==> config.mk <==
export PLATFORM = sky130hd
export DESIGN_NAME = sync_word_length_deframer
export DESIGN_NICKNAME = d
export VERILOG_FILES = /design/src/rtl/swld_pkg.sv /design/src/rtl/swld_cell.sv /design/src/rtl/sync_word_length_deframer.sv
export SDC_FILE = /design/constraint.sdc
export NUM_CORES = 1
export LEC_CHECK = 0
export BUFFER_PORTS_ARGS = -buffer_cell sky130_fd_sc_hd__clkbuf_2
export CORE_MARGIN = 10
export CORE_UTILIZATION = 60
export CTS_CLUSTER_SIZE = 16
export DETAILED_ROUTE_END_ITERATION = 8
export PLACE_DENSITY = 0.89
export REMOVE_ABC_BUFFERS = 1
export SKIP_LAST_GASP = 1
export SLEW_MARGIN = 25
export SYNTH_ARGS = -nofsm -noshare
export SYNTH_HDL_FRONTEND = slang
export SYNTH_SLANG_ARGS = --single-unit
==> constraint.sdc <==
create_clock -name aclk -period 10.5 [get_ports aclk]
set_clock_uncertainty 0.1 [all_clocks]
set_input_delay 0.525 -clock aclk [delete_from_list [all_inputs] [get_ports aclk]]
set_output_delay 0.525 -clock aclk [all_outputs]
set_load 0.02 [all_outputs]
==> src/rtl/swld_pkg.sv <==
// Types and constants of the sync word / length field deframer.
`default_nettype none
package swld_pkg;

    // Payload of one input transfer.
    typedef struct packed {
        logic [7:0] data_byte;
        logic       link_error;
    } in_t;

    // Payload of one result transfer.
    typedef struct packed {
        logic [7:0] out_byte;
        logic       first_flag;
        logic       last_flag;
        logic [1:0] frame_status;
    } out_t;

    // Control handed to every cell of the sync window.
    typedef struct packed {
        logic shift;
        logic clear;
    } cell_ctl_t;

    localparam logic [1:0] STATUS_OK       = 2'd0;
    localparam logic [1:0] STATUS_SHORT    = 2'd1;
    localparam logic [1:0] STATUS_OVERSIZE = 2'd2;
    localparam logic [1:0] STATUS_ABORT    = 2'd3;

    localparam int LENGTH_OFFSET = 36;
    localparam int HDR_BYTES     = LENGTH_OFFSET + 4;
    localparam logic [31:0] MAX_BYTES_RESET = 32'd1048576;

    localparam int SYNC_MAX  = 32;
    localparam int SyncIdxW  = $clog2(SYNC_MAX);

    // The sync word, padded with zeros to the widest supported length.
    localparam logic [7:0] SYNC_WORD [SYNC_MAX] = '{
        8'h53, 8'h54, 8'h52, 8'h45, 8'h41, 8'h4D, 8'h70, 8'h61,
        8'h63, 8'h6B, 8'h49, 8'h44, 8'h76, 8'h31, 8'h2E, 8'h30,
        8'h00, 8'h00, 8'h00, 8'h00, 8'h00, 8'h00, 8'h00, 8'h00,
        8'h00, 8'h00, 8'h00, 8'h00, 8'h00, 8'h00, 8'h00, 8'h00
    };

endpackage
`default_nettype wire

==> src/rtl/swld_cell.sv <==
// One byte cell of the sync window: holds a byte and compares it to its sync character.
`default_nettype none
module swld_cell #(
    parameter logic [7:0] EXPECT = 8'h00
) (
    input  wire logic                aclk,
    input  wire logic                aresetn,
    input  wire swld_pkg::cell_ctl_t ctl,
    input  wire logic [7:0]          din,
    output logic [7:0]               dout,
    output logic                     hit
);

    logic [7:0] data_reg;
    logic [7:0] data_next;

    always_comb begin
        data_next = data_reg;
        if (ctl.clear) begin
            data_next = 8'h00;
        end else if (ctl.shift) begin
            data_next = din;
        end
    end

    always_ff @(posedge aclk) begin
        if (!aresetn) begin
            data_reg <= 8'h00;
        end else begin
            data_reg <= data_next;
        end
    end

    assign dout = data_reg;
    assign hit  = (data_reg == EXPECT);

endmodule
`default_nettype wire

==> src/rtl/sync_word_length_deframer.sv <==
// A forwarded byte appears in the output register in the cycle after its transfer.
// Throughput: one byte per cycle while m_ready does not stall; a sync match holds s_ready low
// while the rest of the sync word drains one byte per cycle through the output register.
// Reset (aresetn low, synchronous): window cells cleared, hunting, counters zero,
// output empty, max_packet_bytes back to 1048576.
`default_nettype none
module sync_word_length_deframer #(
    parameter int SYNC_BYTES = 16
) (
    input  wire logic           aclk,
    input  wire logic           aresetn,
    // Input byte channel.
    input  wire logic           s_valid,
    output logic                s_ready,
    input  wire swld_pkg::in_t  s_data,
    // Result channel.
    output logic                m_valid,
    input  wire logic           m_ready,
    output swld_pkg::out_t      m_data,
    // Configuration: max_packet_bytes.
    input  wire logic           cfg_wr_en,
    input  wire logic [31:0]    cfg_wr_data
);

    // The window keeps the last SYNC_BYTES-1 bytes; the incoming byte completes the match.
    localparam int WinDepth = SYNC_BYTES - 1;
    localparam int IdxW     = (SYNC_BYTES > 1) ? $clog2(SYNC_BYTES) : 1;

    logic                   collecting_reg, collecting_next;
    logic [31:0]            pos_reg, pos_next;
    logic [31:0]            len_reg, len_next;
    logic [31:0]            max_reg;
    logic                   burst_active_reg, burst_active_next;
    logic [IdxW-1:0]        burst_idx_reg, burst_idx_next;
    logic                   m_valid_reg, m_valid_next;
    swld_pkg::out_t         m_data_reg, m_data_next;

    logic                   s_accept;
    logic                   advance;
    logic                   hunt_take;
    logic                   coll_take;
    logic                   window_match;
    logic                   byte_match;
    logic                   sync_match;
    swld_pkg::cell_ctl_t    cell_ctl;

    logic [31:0]            len_upd;
    logic                   hdr_end;
    logic                   body_end;
    logic                   pkt_last;
    logic [1:0]             pkt_status;

    // The output register advances when it is empty or its content is being taken.
    // New input is refused while the output register is stalled or the sync word burst is still draining.
    assign advance   = !m_valid_reg || m_ready;
    assign s_ready   = advance && !burst_active_reg;
    assign s_accept  = s_valid && s_ready;
    assign hunt_take = s_accept && !collecting_reg;
    assign coll_take = s_accept && collecting_reg;

    // Sync window: a row of cells shifting toward index 0, the oldest byte.
    // Cells are cleared on a match and on a link error; while collecting they stay
    // cleared, so packet bytes never take part in the next hunt.
    assign byte_match = (s_data.data_byte == swld_pkg::SYNC_WORD[SYNC_BYTES - 1]);
    assign sync_match = hunt_take && !s_data.link_error && window_match && byte_match;
    assign cell_ctl.clear = hunt_take && (s_data.link_error || sync_match);
    assign cell_ctl.shift = hunt_take && !s_data.link_error && !sync_match;

    generate
        if (SYNC_BYTES > 1) begin : g_win
            logic [7:0]          win_data [WinDepth];
            logic [WinDepth-1:0] win_hit;

            for (genvar i = 0; i < WinDepth; i++) begin : g_cell
                logic [7:0] cell_din;
                if (i == WinDepth - 1) begin : g_tail
                    assign cell_din = s_data.data_byte;
                end else begin : g_mid
                    assign cell_din = win_data[i + 1];
                end
                swld_cell #(
                    .EXPECT (swld_pkg::SYNC_WORD[i])
                ) u_cell (
                    .aclk    (aclk),
                    .aresetn (aresetn),
                    .ctl     (cell_ctl),
                    .din     (cell_din),
                    .dout    (win_data[i]),
                    .hit     (win_hit[i])
                );
            end

            assign window_match = &win_hit;
        end else begin : g_nowin
            // A one-byte sync word is matched by the incoming byte alone.
            assign window_match = 1'b1;
        end
    endgenerate

    // Length field capture: the four little-endian bytes are merged as they pass.
    always_comb begin
        len_upd = len_reg;
        for (int j = 0; j < 4; j++) begin
            if (pos_reg == 32'(swld_pkg::LENGTH_OFFSET + j)) begin
                len_upd[8*j +: 8] = len_reg[8*j +: 8] | s_data.data_byte;
            end
        end
    end

    // The last length byte decides short, oversize and header-only packets.
    // Past the header, the byte whose position plus one equals the length ends the packet.
    assign hdr_end  = (pos_reg == 32'(swld_pkg::HDR_BYTES - 1));
    assign body_end = (pos_reg >= 32'(swld_pkg::HDR_BYTES)) &&
                      (({1'b0, pos_reg} + 33'd1) == {1'b0, len_reg});

    always_comb begin
        pkt_last   = 1'b0;
        pkt_status = swld_pkg::STATUS_OK;
        if (hdr_end) begin
            if (len_upd < 32'(swld_pkg::HDR_BYTES)) begin
                pkt_last   = 1'b1;
                pkt_status = swld_pkg::STATUS_SHORT;
            end else if (len_upd > max_reg) begin
                pkt_last   = 1'b1;
                pkt_status = swld_pkg::STATUS_OVERSIZE;
            end else if (len_upd == 32'(swld_pkg::HDR_BYTES)) begin
                pkt_last   = 1'b1;
            end
        end else if (body_end) begin
            pkt_last = 1'b1;
        end
    end

    // Packet state. A link error while hunting leaves it as it is: already zero.
    always_comb begin
        collecting_next = collecting_reg;
        pos_next        = pos_reg;
        len_next        = len_reg;
        if (sync_match) begin
            collecting_next = 1'b1;
            pos_next        = 32'(SYNC_BYTES);
            len_next        = 32'd0;
        end else if (coll_take) begin
            if (s_data.link_error || pkt_last) begin
                collecting_next = 1'b0;
                pos_next        = 32'd0;
                len_next        = 32'd0;
            end else begin
                pos_next = pos_reg + 32'd1;
                len_next = len_upd;
            end
        end
    end

    // Output register. A match loads the first sync byte and starts the burst,
    // which replays the rest of the sync word from the constant table.
    always_comb begin
        m_valid_next      = m_valid_reg;
        m_data_next       = m_data_reg;
        burst_active_next = burst_active_reg;
        burst_idx_next    = burst_idx_reg;
        if (advance) begin
            if (burst_active_reg) begin
                m_valid_next = 1'b1;
                m_data_next  = '{
                    out_byte:     swld_pkg::SYNC_WORD[swld_pkg::SyncIdxW'(burst_idx_reg)],
                    first_flag:   1'b0,
                    last_flag:    1'b0,
                    frame_status: swld_pkg::STATUS_OK
                };
                burst_idx_next = burst_idx_reg + IdxW'(1);
                if (burst_idx_reg == IdxW'(SYNC_BYTES - 1)) begin
                    burst_active_next = 1'b0;
                end
            end else if (sync_match) begin
                m_valid_next = 1'b1;
                m_data_next  = '{
                    out_byte:     swld_pkg::SYNC_WORD[0],
                    first_flag:   1'b1,
                    last_flag:    1'b0,
                    frame_status: swld_pkg::STATUS_OK
                };
                burst_active_next = (SYNC_BYTES > 1);
                burst_idx_next    = IdxW'(1);
            end else if (coll_take) begin
                m_valid_next = 1'b1;
                if (s_data.link_error) begin
                    m_data_next = '{
                        out_byte:     8'h00,
                        first_flag:   1'b0,
                        last_flag:    1'b1,
                        frame_status: swld_pkg::STATUS_ABORT
                    };
                end else begin
                    m_data_next = '{
                        out_byte:     s_data.data_byte,
                        first_flag:   1'b0,
                        last_flag:    pkt_last,
                        frame_status: pkt_status
                    };
                end
            end else begin
                m_valid_next = 1'b0;
            end
        end
    end

    always_ff @(posedge aclk) begin
        if (!aresetn) begin
            collecting_reg   <= 1'b0;
            pos_reg          <= 32'd0;
            len_reg          <= 32'd0;
            max_reg          <= swld_pkg::MAX_BYTES_RESET;
            burst_active_reg <= 1'b0;
            burst_idx_reg    <= '0;
            m_valid_reg      <= 1'b0;
        end else begin
            collecting_reg   <= collecting_next;
            pos_reg          <= pos_next;
            len_reg          <= len_next;
            burst_active_reg <= burst_active_next;
            burst_idx_reg    <= burst_idx_next;
            m_valid_reg      <= m_valid_next;
            if (cfg_wr_en) begin
                max_reg <= cfg_wr_data;
            end
        end
    end

    // The result payload needs no reset; it is qualified by m_valid_reg.
    always_ff @(posedge aclk) begin
        m_data_reg <= m_data_next;
    end

    assign m_valid = m_valid_reg;
    assign m_data  = m_data_reg;

endmodule
`default_nettype wire

==> summary.txt <==
Run status
  – Outcome: complete, no violations

Clocking
  – Clk_lat worst skew: 540 ps
  – Post-CTS Setup Bufs: 0
  – Post-cts sizing count: 0
  – Hold buffer count at CTS: 0
  – H-Tree Depth: 1
  – Clk slew on worst S/H paths: 60 ps
  – CTS Buf Count: 26
  – Clock sinks: 235
  – Clock Tree Buf Depth: 3
  – CTS tree: yes
  – Root buffer cell: clkbuf_16

Final layout
  – Layout Nets: 1682
  – Antenna diodes: 0
  – Layout Cells excl Fill: 1893
  – # fillers: 1762
  – Fraction of layout cells with a size suffix above 1: 0.07812
  – Final Cell Area: 0.01423 mm²
  – Leading cell type in the layout, fill and taps excluded: dfxtp_1
  – Max reg flops: 120
  – Post-layout util: 0.6540
  – Most frequent cells in the layout: 223 x dfxtp_1, 208 x nand2_1, 153 x nand3_1
  – Area grow syn2layout: 7.740%

Power and ir drop
  – VDD IR max: 124.0 µV
  – Leakage: 5.104 nW
  – Sw frac: 0.2358
  – Clock share of power: 0.470
  – Psw: 0.4546 mW
  – Part of the power in registers: 0.474
  – Int Pwr: 1.473 mW
  – Pwr/cell area: 135.5 mW/mm²
  – Gate power share: 0.056
  – Tot Pwr: 1.928 mW

Timing
  – Post-Route Setup TNS: 0 ps
  – Final Hold Vio Count: 0
  – RSZ-0062 raised after global routing: false
  – Max_slew headroom: 0.3052
  – Final min period: 5456 ps
  – Setup slack after layout: 5044 ps
  – Fin. max-slew vios: 0
  – Worst slew pin tran: 1042 ps
  – Setup violators final: 0
  – Top achievable clock speed: 183.3 MHz
  – Final period util: 0.5196
  – Worst hold slack: 133.5 ps

Routing
  – Vias per cell: 6.652
  – DRC viols: 0
  – Via Count: 12.59k
  – WL final: 37850 µm
  – DRT iter0 DRCs: 1940
  – Remaining antenna violation count after routing: 0
  – Per-cell routed wire length: 19.99 µm
  – 1st-pass router iterations: 6

Setup path
  – Crit-path slowest cell: a21oi_4
  – Crit path DAT: 5730 ps
  – Crit path required time: 10770 ps
  – Critical Path Max Stage Delay: 740 ps
  – Reg2reg end: len_reg[18]
  – CP Capture Type: flip-flop
  – FF-to-FF path depth: 13
  – Startpoint types: flip-flop
  – Setup slack, reg-to-reg: 5040 ps
  – Worst r2r src: pos_reg[14]
  – Critical-path cell list: nor4_1 > nand4_1 > nor4b_1 > and2_1 > a21o_1 > ha_1 > nand4_1 > nor4_1 > o311ai_0 > a211o_1 > o311a_4 > a21oi_4 > nor3_1
  – Crit Path Class: flip-flop to flip-flop
  – CP Max Fanout: 53

Floorplanning
  – Core Box Area: 0.02176 mm²
  – Die Y: 168.4 µm
  – Die Wd: 168.4 µm
  – Initial Utilization: 0.6070
  – I/O pin count: 60
  – Die area: 0.02835 mm²
  – Placement row count: 54

Place
  – Port Buffer Count: 59
  – DP Wirelength: 25480 µm
  – Area of placed instances: 0.01338 mm²
  – RD Place Congestion: 0.9788
  – DP Worst Slack: 5030 ps
  – Post-Place Cells: 1848

GRT
  – Number of global-route vias before repair: 11.65k
  – Initial antenna violation count: 0
  – Largest net degree at the start of global routing: 98
  – Gr ovfl total: 0
  – GRT Resource Usage Total: 0.2540
  – First-pass GRT wire length: 61400 µm

Yosys
  – YS warnings: 0
  – FF+latch count, synth: 235
  – Cell variety after synth: 69
  – Syn Inst Count: 1637
  – Sequential share of the synthesized area: 0.3653
  – Synth top area share: 0.3380
  – Syn Area/Cell: 8.067 µm²
  – FFs w/ async S/R, synth: 0
  – Top FF cell, synth: dfxtp_1
  – Syn Std Cell Area: 0.01321 mm²
  – Synth area leader: dfxtp_1
  – Post-synth EDFFs: 12
  – Most area-consuming cells after synthesis: dfxtp_1 34%, a21boi_0 6.8%, nand2_1 5.9%, nand3_1 5.8%, ha_1 3.8%

Flow run
  – Total of max-cap violations: 0

Min path
  – Hold EP: max_reg[20]
  – Hold path depth: 3
  – Hold Path Class: input pin to flip-flop
  – Worst hold start: cfg_wr_data[20]
-- power by group through the flow --
| stage | sequential [mW] | combinational, mW | clock, mW |
|---|---|---|---|
| 3_3_place_gp | 0.933 | 0.100 | 0 |
| 5_1_grt | 0.915 | 0.116 | 0.944 |
| 3_5_place_dp | 0.934 | 0.104 | 0 |
| 6_report | 0.914 | 0.107 | 0.906 |
| 2_1_floorplan | 0.931 | 0.0555 | 0 |
| 4_1_cts | 0.914 | 0.105 | 0.908 |
-- cells by family after synthesis --
logic type / count (synthesis) / share of synthesized area
XOR/XNOR: 36 / 0.02387
adder cells (fa/ha/maj): 40 / 0.03790
buffers and inverters: 186 / 0.05864
multiplexers: 37 / 0.02814
flip-flops: 235 / 0.3653
AO/OA/AOI/OAI: 360 / 0.1854
AND/OR/NAND/NOR: 743 / 0.3007
-- how the worst max path moves through the flow --
stage                startpoint                              end  slack (ps)  cells after the start
3_5_place_dp        pos_reg[14]                   collecting_reg        5030                     13
4_1_cts             pos_reg[14]                      len_reg[18]        4940                     14
6_report            pos_reg[14]                      len_reg[18]        5040                     13
5_1_grt             pos_reg[14]                      len_reg[18]        4690                     13
2_1_floorplan  burst_active_reg  g_win.g_cell[14].u_cell.dout[7]       -1760                      7
3_3_place_gp        pos_reg[14]                      len_reg[29]        5190                     14
-- cells in the mapped netlist, types with 9 or more instances --
cell,n
and3_1,13
nor4b_1,11
xor2_1,16
nor4bb_1,15
and4_1,9
or4_1,10
buf_2,22
and4b_1,9
a31oi_1,21
a21o_1,30
buf_1,17
nand2_1,208
nand4_1,57
o211ai_1,20
a21oi_1,85
clkbuf_1,90
ha_1,40
nor2b_1,51
a32oi_1,9
and2_1,13
nor4_1,46
edfxtp_1,12
a21boi_0,120
nand3_1,154
dfxtp_1,223
o21ai_0,31
nor3_1,73
nor2_1,41
mux2i_1,36
xnor2_1,20
inv_1,48
-- critical path, delay by kind of cell (launching register included) --
family | cells | cell delay [ps]
adder cells (fa/ha/maj) | 1 | 170
flip-flops | 1 | 440
AO/OA/AOI/OAI | 5 | 1910
AND/OR/NAND/NOR | 7 | 2660
-- routing by layer --
layer  global-route usage  vias to the layer above  share of wire
met5                    0                        -              0
li1                     -                     5862              -
met3              0.04936                      111           0.11
met4              0.08592                        0          0.030
met1               0.3549                     5890           0.42
met2               0.3826                      730           0.44
-- layout make-up --
cell class | instances | area [µm²] | share of cell area
inverters | 48 | 180.2 | 0.01266
clock inverters | 7 | 115.1 | 0.008090
clock buffers | 38 | 725.7 | 0.05100
flip-flops and latches | 235 | 4825 | 0.3391
well taps | 280 | 350.3 | 0.02462
multi-input cells | 1216 | 7640 | 0.5369
repair buffers | 69 | 392.9 | 0.02761
No activity file was read; power rests on OpenSTA's default activity.
